$ cat src/sv/mtg_pkg.sv
// Shared constants, command/status types and the tempering function of the twister core.
`default_nettype none
package mtg_pkg;

    localparam int TABLE_WORDS_DEF   = 624;
    localparam int MIDDLE_OFFSET_DEF = 397;

    localparam logic [31:0] SEED_RESET   = 32'd5489;
    localparam logic [31:0] INIT_FACTOR  = 32'd1812433253;
    localparam logic [31:0] TWIST_MATRIX = 32'h9908_B0DF;
    localparam logic [31:0] TEMPER_B     = 32'h9D2C_5680;
    localparam logic [31:0] TEMPER_C     = 32'hEFC6_0000;

    localparam int INIT_SHIFT = 30;
    localparam int TEMPER_U   = 11;
    localparam int TEMPER_S   = 7;
    localparam int TEMPER_T   = 15;
    localparam int TEMPER_L   = 18;

    // Commands from the controller to the datapath.
    typedef struct packed {
        logic fill_load;   // load seed word, restart the fill index
        logic fill_step;   // write one seeded word, advance the recurrence
        logic tw_rd_nxt;   // read the next and middle words
        logic tw_rd_cur;   // hold low bits of the next word, read the current word
        logic tw_write;    // write one twisted word, advance the index
        logic out_load;    // temper the read word into the output register
    } mtg_cmd_t;

    typedef struct packed {
        logic idx_last;    // table index sits on the last word
        logic pos_end;     // draw position is past the table
        logic out_free;    // output register can take a new word
    } mtg_status_t;

    function automatic logic [31:0] mtg_temper(input logic [31:0] y);
        logic [31:0] t;
        t = y ^ (y >> TEMPER_U);
        t = t ^ ((t << TEMPER_S) & TEMPER_B);
        t = t ^ ((t << TEMPER_T) & TEMPER_C);
        t = t ^ (t >> TEMPER_L);
        return t;
    endfunction

endpackage
`default_nettype wire

$ cat src/sv/mtg_ctrl.sv
// Controller state machine: sequences seeding, the table twist and draws.
`default_nettype none
module mtg_ctrl (
    input  wire logic                aclk,
    input  wire logic                aresetn,
    input  wire logic                cfg_wr_en,
    input  wire logic                s_valid,
    output logic                     s_ready,
    input  wire logic                s_draw_request,
    input  wire mtg_pkg::mtg_status_t status,
    output mtg_pkg::mtg_cmd_t        cmd
);
    import mtg_pkg::*;

    typedef enum logic [6:0] {
        ST_FILL       = 7'b0000001,
        ST_IDLE       = 7'b0000010,
        ST_TW_RD_NXT  = 7'b0000100,
        ST_TW_RD_CUR  = 7'b0001000,
        ST_TW_WR      = 7'b0010000,
        ST_DR_RD      = 7'b0100000,
        ST_DR_OUT     = 7'b1000000
    } state_t;

    state_t state_reg;
    state_t state_next;

    always_comb begin
        state_next = state_reg;
        cmd        = '0;
        s_ready    = 1'b0;
        unique case (state_reg)
            ST_FILL: begin
                cmd.fill_step = 1'b1;
                if (status.idx_last) begin
                    state_next = ST_IDLE;
                end
            end
            ST_IDLE: begin
                s_ready = 1'b1;
                if (s_valid && s_draw_request) begin
                    state_next = status.pos_end ? ST_TW_RD_NXT : ST_DR_OUT;
                end
            end
            ST_TW_RD_NXT: begin
                cmd.tw_rd_nxt = 1'b1;
                state_next    = ST_TW_RD_CUR;
            end
            ST_TW_RD_CUR: begin
                cmd.tw_rd_cur = 1'b1;
                state_next    = ST_TW_WR;
            end
            ST_TW_WR: begin
                cmd.tw_write = 1'b1;
                state_next   = status.idx_last ? ST_DR_RD : ST_TW_RD_NXT;
            end
            ST_DR_RD: begin
                state_next = ST_DR_OUT;
            end
            ST_DR_OUT: begin
                if (status.out_free) begin
                    cmd.out_load = 1'b1;
                    state_next   = ST_IDLE;
                end
            end
            default: begin
                state_next = ST_FILL;
            end
        endcase
        // a seed write restarts the fill from any state; take no item with it
        if (cfg_wr_en) begin
            cmd           = '0;
            cmd.fill_load = 1'b1;
            s_ready       = 1'b0;
            state_next    = ST_FILL;
        end
    end

    always_ff @(posedge aclk) begin
        if (!aresetn) begin
            state_reg <= ST_FILL;
        end else begin
            state_reg <= state_next;
        end
    end

endmodule
`default_nettype wire

$ cat config.mk
export PLATFORM = sky130hd
export DESIGN_NAME = mtg_ctrl
export DESIGN_NICKNAME = d
export VERILOG_FILES = /design/src/sv/mtg_pkg.sv /design/src/sv/mtg_ctrl.sv
export SDC_FILE = /design/constraint.sdc
export NUM_CORES = 1
export LEC_CHECK = 0
export BUFFER_PORTS_ARGS = -buffer_cell sky130_fd_sc_hd__buf_4
export CAP_MARGIN = 20
export CORE_AREA = 2 2 39 41
export DETAILED_ROUTE_END_ITERATION = 7
export DIE_AREA = 0 0 41 43
export PLACE_DENSITY = 0.71
export SYNTH_ARGS = -nofsm -noshare
export SYNTH_HDL_FRONTEND = slang
export SYNTH_SLANG_ARGS = --single-unit
$ cat constraint.sdc
create_clock -name aclk -period 1.9 [get_ports aclk]
set_input_delay 0.095 -clock aclk [delete_from_list [all_inputs] [get_ports aclk]]
set_output_delay 0.095 -clock aclk [all_outputs]
set_load 0.05 [all_outputs]
==> impl_metrics.xml, run 1 <==
<?xml version="1.0" encoding="UTF-8"?>
<metrics>
  <group name="place">
    <metric name="place_congestion" unit="">0.8059</metric>
    <metric name="detailed_place_hpwl" unit="um">841.6</metric>
    <metric name="io_buffers" unit="">14</metric>
    <metric name="detailedPlace.worstSlack" unit="ns">0.4488</metric>
  </group>
  <group name="drt">
    <metric name="routedWlPerCell" unit="um">12.68</metric>
    <metric name="drt_iter0_drc" unit="">1</metric>
    <metric name="via_per_inst" unit="">5.523</metric>
    <metric name="postRouteAntennaNets" unit="">0</metric>
    <metric name="drt_pass1_iterations" unit="">3</metric>
    <metric name="drc" unit="">0</metric>
    <metric name="routed_wl" unit="mm">1.116</metric>
    <metric name="detailroute.via_count" unit="">486</metric>
  </group>
  <group name="worst_setup_path">
    <metric name="kind_of_capture_point_of_the_worst_setup_path" unit="">primary output</metric>
    <metric name="reg2reg_depth" unit="">3</metric>
    <metric name="reg2reg_slack" unit="ns">0.56</metric>
    <metric name="setup.worst_path.start_class" unit="">flip-flop</metric>
    <metric name="criticalPathCategory" unit="">reg2out</metric>
    <metric name="arrival" unit="ns">1.63</metric>
    <metric name="worst_r2r_startpoint" unit="">state_reg[0]</metric>
    <metric name="cp_data_required_time" unit="ns">1.80</metric>
    <metric name="critPathMaxFanout" unit="">8</metric>
    <metric name="timing.rr.end" unit="">state_reg[0]</metric>
  </group>
  <group name="power">
    <metric name="irDropWorstVdd" unit="mV">0.3894</metric>
    <metric name="total_leakage_power" unit="nW">0.2539</metric>
    <metric name="cellPowerDensity" unit="nW/um^2">530.7</metric>
    <metric name="total_power" unit="mW">0.3539</metric>
  </group>
  <group name="run_status">
    <metric name="run_status" unit="">finished, final reports clean</metric>
  </group>
  <group name="sta">
    <metric name="finalHoldViolations" unit="">0</metric>
    <metric name="holdWs" unit="ns">0.1112</metric>
    <metric name="grt_setup_unrepaired" unit="">false</metric>
    <metric name="max-slew-margin-rel" unit="">0.7220</metric>
    <metric name="slew_viol_final" unit="">0</metric>
    <metric name="post-route-min-period" unit="ns">1.727</metric>
    <metric name="fmax" unit="MHz">579.1</metric>
    <metric name="report.final.setup_viol" unit="">0</metric>
    <metric name="final_tns_setup" unit="ns">0</metric>
    <metric name="postLayoutSetupSlackWorst" unit="ns">0.1731</metric>
    <metric name="clock-skew-final" unit="ns">0.0001513</metric>
    <metric name="share_of_the_clock_period_used_by_the_worst_path_after_layout" unit="">0.9089</metric>
    <metric name="timing_worst_slew_pin_value" unit="ns">0.4164</metric>
  </group>
  <group name="synthesis">
    <metric name="synth_enable_flop_cells" unit="">0</metric>
    <metric name="synthFlopType" unit="">dfxtp_1</metric>
    <metric name="synthCells" unit="">58</metric>
    <metric name="post-synth-top-area-cell" unit="">dfxtp_1</metric>
    <metric name="synthTopCellsByArea" unit="">dfxtp_1, nor4b_1, xor2_1</metric>
    <metric name="synth-seq-cells" unit="">7</metric>
    <metric name="synth.net_count" unit="">66</metric>
    <metric name="postSynth.asyncResetShare" unit="">0</metric>
    <metric name="synth_top_area_share" unit="">0.2772</metric>
    <metric name="synth_warnings" unit="">0</metric>
    <metric name="mean_instance_size_in_the_synthesized_netlist" unit="um^2">8.715</metric>
    <metric name="netlist-cell-type-count" unit="">30</metric>
    <metric name="seq_area_frac_synth" unit="">0.2772</metric>
    <metric name="synthesis.area" unit="um^2">505.5</metric>
  </group>
  <group name="clock_tree">
    <metric name="clock_tree.root_cell" unit="">clkbuf_4</metric>
    <metric name="cts-buffers-inserted" unit="">3</metric>
    <metric name="post_cts_buffers" unit="">0</metric>
    <metric name="worstSkewPairLatency" unit="ns">0.25</metric>
    <metric name="cts.reportedPaths.clkPinSlew" unit="ns">0.05</metric>
    <metric name="cts.sinks" unit="">7</metric>
    <metric name="tritoncts_clock_tree" unit="">yes</metric>
    <metric name="clock_path_buffers" unit="">2</metric>
    <metric name="h-tree-depth" unit="">1</metric>
    <metric name="cts.repair.resized" unit="">0</metric>
    <metric name="cts.hold.buffers_added" unit="">0</metric>
  </group>
  <group name="layout">
    <metric name="layout_common_cells" unit="">buf_4, dfxtp_1</metric>
    <metric name="drive_gt1_frac" unit="">0.3889</metric>
    <metric name="final_common_cell" unit="">buf_4</metric>
    <metric name="synth_to_layout_area_growth" unit="%">31.93</metric>
    <metric name="number_of_nets_in_the_finished_design" unit="">81</metric>
    <metric name="largest_register_ff_count" unit="">7</metric>
    <metric name="final.fill_count" unit="">152</metric>
    <metric name="n_antenna_cell" unit="">0</metric>
    <metric name="utilization" unit="">0.4819</metric>
  </group>
  <group name="die">
    <metric name="chipWidth" unit="um">41</metric>
    <metric name="start_util" unit="">0.3653</metric>
    <metric name="core.rowCount" unit="">14</metric>
    <metric name="fp.coreArea" unit="um^2">1384</metric>
    <metric name="count_of_pins_on_the_block_boundary" unit="">15</metric>
    <metric name="floorplan.die.height" unit="um">43</metric>
    <metric name="die_area" unit="um^2">1763</metric>
  </group>
  <group name="global_routing">
    <metric name="grt.total_usage" unit="">0.1616</metric>
    <metric name="wire_length_of_the_first_global_routing_pass" unit="mm">1.863</metric>
    <metric name="grt_antenna_before_repair" unit="">0</metric>
    <metric name="gr-total-overflow" unit="">0</metric>
    <metric name="grt_start_max_net_pins" unit="">11</metric>
    <metric name="vias_in_the_first_global_route" unit="">405</metric>
  </group>
  <group name="min_path">
    <metric name="holdPathEnd" unit="">state_reg[6]</metric>
    <metric name="worst_hold_path_cells" unit="">3</metric>
    <metric name="worst_hold_path_startpoint" unit="">status[1]</metric>
    <metric name="hold_path_class" unit="">in2reg</metric>
  </group>
  <group name="flow_run">
    <metric name="cap_violations" unit="">0</metric>
  </group>
</metrics>
==> synthesized netlist by cell type, drive strengths merged (2+ instances only) <==
library cell and number:
o211ai 2, buf 3, dfxtp 7, nor3 6
a21oi 3, nor3b 3, nor2 4, xor2 3
nor4b 3, nand2 3, nand3 2, and3b 2
nand2b 4
==> how the worst max path moves through the flow <==
stage,startpoint,slack (ns),endpoint,cells after the start
floorplan,state_reg[3],0.04,cmd[1],3
global placement,state_reg[4],0.47,cmd[4],4
detailed placement,state_reg[0],0.45,cmd[1],4
CTS,state_reg[0],0.17,cmd[1],4
global route,state_reg[4],0.03,cmd[4],4
finish,state_reg[4],0.17,cmd[4],4
==> power breakdown <==
group | total, mW | switching [mW] | internal (mW)
Combinational | 0.0645 | 0.0356 | 0.0289
Clock | 0.134 | 0.0544 | 0.0801
Sequential | 0.155 | 0.00574 | 0.149
Total | 0.354 | 0.0957 | 0.258
==> metal layers <==
layer / wire [um] / track usage / vias to the layer above
met5: 0 / 0 / -
met4: 11 / 0.08000 / 0
met3: 50 / 0.07853 / 2
met2: 537 / 0.2063 / 10
met1: 517 / 0.2186 / 228
li1: - / - / 246
==> cells by family (layout without fill, tap and decap cells) <==
| kind of cell | count (synthesis) | in the layout | synth area share |
|---|---|---|---|
| and+or+nand+nor | 35 | 35 | 0.4926 |
| AOI/OAI and AO/OA | 9 | 9 | 0.1336 |
| DFF | 7 | 7 | 0.2772 |
| buffers and inverters | 4 | 18 | 0.04455 |
| xor gates and xnor gates | 3 | 3 | 0.05199 |
==> metrics by stage <==
step           cell area (um^2)  std cells
3_3_place_gp              640.6         84
3_5_place_dp              640.6         84
5_1_grt                   666.9         88
4_1_cts                   666.9         88
2_1_floorplan             538.0         58
6_report                  666.9         88
==> critical path: stages, from the launching register on <==
cell	delay [ns]
dfxtp_1	0.37
nor3_2	0.38
nand2_1	0.16
nor4b_2	0.23
buf_4	0.24
==> layout make-up <==
| cell class | count | area, um^2 | share of cell area |
|---|---|---|---|
| multi-input combinational | 47 | 375.4 | 0.5629 |
| sequential | 7 | 140.1 | 0.2101 |
| tap | 16 | 20.02 | 0.03002 |
| timing repair buffer | 14 | 105.1 | 0.1576 |
| clock buffer | 4 | 26.28 | 0.03940 |
No activity file was read; power rests on OpenSTA's default activity.
==> run 2, diff against run 1 <==
--- a/config.mk
+++ b/config.mk
@@ -5,12 +5,13 @@
 export SDC_FILE = /design/constraint.sdc
 export NUM_CORES = 1
 export LEC_CHECK = 0
+export ABC_AREA = 1
 export BUFFER_PORTS_ARGS = -buffer_cell sky130_fd_sc_hd__buf_4
 export CAP_MARGIN = 20
 export CORE_AREA = 2 2 39 41
 export DETAILED_ROUTE_END_ITERATION = 7
 export DIE_AREA = 0 0 41 43
-export PLACE_DENSITY = 0.71
+export PLACE_DENSITY = 0.74
 export SYNTH_ARGS = -nofsm -noshare
 export SYNTH_HDL_FRONTEND = slang
 export SYNTH_SLANG_ARGS = --single-unit
==> run 2 against run 1 <==
Fmax up 13%. Hold slack better by 0.040 ns. Routed wire length rose by 11%. Die area stayed put. Count of clock-buffer cells in the layout unchanged. Clock power hardly changed. Global-route usage up 0.94 points. Clock skew up 0.00079 ns. Register-to-register slack improved by 0.17 ns. Critical endpoint is now cmd[3].
==> impl_metrics.xml, run 2 <==
<?xml version="1.0" encoding="UTF-8"?>
<metrics>
  <group name="synthesis">
    <metric name="synth_top_area_share" unit="">0.2545</metric>
    <metric name="postSynth.asyncResetShare" unit="">0</metric>
    <metric name="synth_warnings" unit="">0</metric>
    <metric name="synthFlopType" unit="">dfxtp_1</metric>
    <metric name="synthTopCellsByArea" unit="">dfxtp_1, inv_1, nor2_1</metric>
    <metric name="synthesis.area" unit="um^2">550.5</metric>
    <metric name="synthCells" unit="">88</metric>
    <metric name="synth.net_count" unit="">96</metric>
    <metric name="netlist-cell-type-count" unit="">19</metric>
    <metric name="synth-seq-cells" unit="">7</metric>
    <metric name="post-synth-top-area-cell" unit="">dfxtp_1</metric>
    <metric name="seq_area_frac_synth" unit="">0.2545</metric>
    <metric name="mean_instance_size_in_the_synthesized_netlist" unit="um^2">6.256</metric>
    <metric name="synth_enable_flop_cells" unit="">0</metric>
    <metric name="commonest_cells_post_synth" unit="">inv_1, nor2_1, nand2_1</metric>
  </group>
  <group name="die">
    <metric name="floorplan.die.height" unit="um">43</metric>
    <metric name="count_of_pins_on_the_block_boundary" unit="">15</metric>
    <metric name="start_util" unit="">0.3978</metric>
    <metric name="fp.coreArea" unit="um^2">1384</metric>
    <metric name="die_area" unit="um^2">1763</metric>
    <metric name="chipWidth" unit="um">41</metric>
    <metric name="core.rowCount" unit="">14</metric>
  </group>
  <group name="layout">
    <metric name="n_antenna_cell" unit="">0</metric>
    <metric name="number_of_nets_in_the_finished_design" unit="">114</metric>
    <metric name="layout_common_cells" unit="">inv_1, nor2_1, buf_4, nand2_1</metric>
    <metric name="design_area" unit="um^2">700.7</metric>
    <metric name="utilization" unit="">0.5063</metric>
    <metric name="finalNonFillerCells" unit="">121</metric>
    <metric name="drive_gt1_frac" unit="">0.3714</metric>
    <metric name="synth_to_layout_area_growth" unit="%">27.27</metric>
    <metric name="final.fill_count" unit="">134</metric>
    <metric name="largest_register_ff_count" unit="">7</metric>
  </group>
  <group name="drt">
    <metric name="detailroute.via_count" unit="">572</metric>
    <metric name="routedWlPerCell" unit="um">10.28</metric>
    <metric name="postRouteAntennaNets" unit="">0</metric>
    <metric name="drt_pass1_iterations" unit="">4</metric>
    <metric name="drt_iter0_drc" unit="">5</metric>
    <metric name="drc" unit="">0</metric>
    <metric name="via_per_inst" unit="">4.727</metric>
    <metric name="routed_wl" unit="mm">1.244</metric>
  </group>
  <group name="worst_setup_path">
    <metric name="cp_common_cell" unit="">nor2_1</metric>
    <metric name="cp_cell_sequence" unit="">nor2_2 -&gt; nand2_2 -&gt; nor2_1 -&gt; inv_1 -&gt; nor2_1 -&gt; buf_4</metric>
    <metric name="reg2reg_depth" unit="">7</metric>
    <metric name="critical_path.n_buffers_inverters" unit="">2</metric>
    <metric name="timing.critical_path.max_delay_family" unit="">simple AND/OR/NAND/NOR gates</metric>
    <metric name="reg2reg_slack" unit="ns">0.73</metric>
    <metric name="timing.rr.end" unit="">state_reg[1]</metric>
    <metric name="critPathMaxFanout" unit="">6</metric>
    <metric name="worst_r2r_startpoint" unit="">state_reg[6]</metric>
    <metric name="critical-path-max-stage-delay" unit="ns">0.34</metric>
    <metric name="cp-startpoint" unit="">state_reg[4]</metric>
    <metric name="critPathSlowestCell" unit="">dfxtp_1</metric>
    <metric name="arrival" unit="ns">1.43</metric>
    <metric name="kind_of_capture_point_of_the_worst_setup_path" unit="">primary output</metric>
    <metric name="setup.worst_path.start_class" unit="">flip-flop</metric>
    <metric name="cp_data_required_time" unit="ns">1.80</metric>
    <metric name="criticalPathCategory" unit="">reg2out</metric>
  </group>
  <group name="run_status">
    <metric name="run_status" unit="">finished, final reports clean</metric>
  </group>
  <group name="place">
    <metric name="detailed_place_hpwl" unit="mm">1.029</metric>
    <metric name="detailed_place.area" unit="um^2">674.4</metric>
    <metric name="detailedPlace.worstSlack" unit="ns">0.6608</metric>
    <metric name="post-place-cells" unit="">117</metric>
    <metric name="io_buffers" unit="">14</metric>
    <metric name="place_congestion" unit="">0.8002</metric>
  </group>
  <group name="min_path">
    <metric name="holdPathEnd" unit="">state_reg[5]</metric>
    <metric name="worst_hold_path_startpoint" unit="">status[2]</metric>
    <metric name="hold_path_class" unit="">in2reg</metric>
    <metric name="worst_hold_path_cells" unit="">3</metric>
  </group>
  <group name="sta">
    <metric name="holdWs" unit="ns">0.1516</metric>
    <metric name="fmax" unit="MHz">655.5</metric>
    <metric name="finalHoldViolations" unit="">0</metric>
    <metric name="slew_viol_final" unit="">0</metric>
    <metric name="clock-skew-final" unit="ns">0.0009383</metric>
    <metric name="grt_setup_unrepaired" unit="">false</metric>
    <metric name="max-slew-margin-rel" unit="">0.8653</metric>
    <metric name="report.final.setup_viol" unit="">0</metric>
    <metric name="share_of_the_clock_period_used_by_the_worst_path_after_layout" unit="">0.8029</metric>
    <metric name="post-route-min-period" unit="ns">1.526</metric>
    <metric name="timing_worst_slew_pin_value" unit="ns">0.2004</metric>
    <metric name="final_tns_setup" unit="ns">0</metric>
    <metric name="postLayoutSetupSlackWorst" unit="ns">0.3744</metric>
  </group>
  <group name="flow_run">
    <metric name="cap_violations" unit="">0</metric>
  </group>
  <group name="global_routing">
    <metric name="vias_in_the_first_global_route" unit="">567</metric>
    <metric name="grt_start_max_net_pins" unit="">9</metric>
    <metric name="grt_antenna_before_repair" unit="">0</metric>
    <metric name="grt.total_usage" unit="">0.1710</metric>
    <metric name="wire_length_of_the_first_global_routing_pass" unit="mm">2.049</metric>
    <metric name="gr-total-overflow" unit="">0</metric>
  </group>
  <group name="clock_tree">
    <metric name="post_cts_buffers" unit="">0</metric>
    <metric name="clock_path_buffers" unit="">2</metric>
    <metric name="worstSkewPairLatency" unit="ns">0.26</metric>
    <metric name="cts-buffers-inserted" unit="">3</metric>
    <metric name="h-tree-depth" unit="">1</metric>
    <metric name="cts.reportedPaths.clkPinSlew" unit="ns">0.05</metric>
    <metric name="cts.repair.resized" unit="">0</metric>
    <metric name="clock_tree.root_cell" unit="">clkbuf_4</metric>
    <metric name="cts.hold.buffers_added" unit="">0</metric>
    <metric name="cts.sinks" unit="">7</metric>
    <metric name="tritoncts_clock_tree" unit="">yes</metric>
  </group>
  <group name="power">
    <metric name="total_leakage_power" unit="nW">0.3530</metric>
    <metric name="total_power" unit="mW">0.3628</metric>
    <metric name="cellPowerDensity" unit="nW/um^2">517.8</metric>
    <metric name="irDropWorstVdd" unit="mV">0.2894</metric>
  </group>
</metrics>
run 2: cell type report:
type,instances,area (um^2),area share
clock buffer,4,26.28,0.03750
sequential,7,140.1,0.2000
tap,16,20.02,0.02857
inverter,19,71.32,0.1018
multi-input combinational,61,337.8,0.4821
timing repair buffer,14,105.1,0.1500
run 2: worst min-delay path, stage by stage:
cell    delay [ns]
buf_4         0.10
inv_1         0.09
nor3_1        0.07
run 2: kinds of logic (layout without fill, tap and decap cells):
logic type | count (synthesis) | count (layout) | synth area share
flip-flops | 7 | 7 | 0.2545
buffers and inverters | 20 | 37 | 0.1432
AND/OR/NAND/NOR | 59 | 59 | 0.5773
AO/OA/AOI/OAI | 2 | 2 | 0.02499
run 2: how the worst max path moves through the flow:
stage,endpoint,slack (ns),cells after the start
6_report,cmd[3],0.37,6
5_1_grt,cmd[3],0.26,6
4_1_cts,cmd[3],0.38,6
3_5_place_dp,cmd[3],0.66,6
3_3_place_gp,cmd[3],0.67,6
2_1_floorplan,cmd[0],0.06,5
run 2: layer usage:
| layer | wire length (um) | track usage |
|---|---|---|
| met5 | 0 | 0 |
| met4 | 43 | 0.1200 |
| met3 | 60 | 0.01571 |
| met2 | 590 | 0.2813 |
| met1 | 550 | 0.1909 |
run 2: power breakdown:
group | switching [mW] | internal (mW) | total (mW)
clock network | 0.0544 | 0.0801 | 0.135
logic | 0.0472 | 0.0276 | 0.0748
registers | 0.00319 | 0.150 | 0.153
total | 0.105 | 0.258 | 0.363
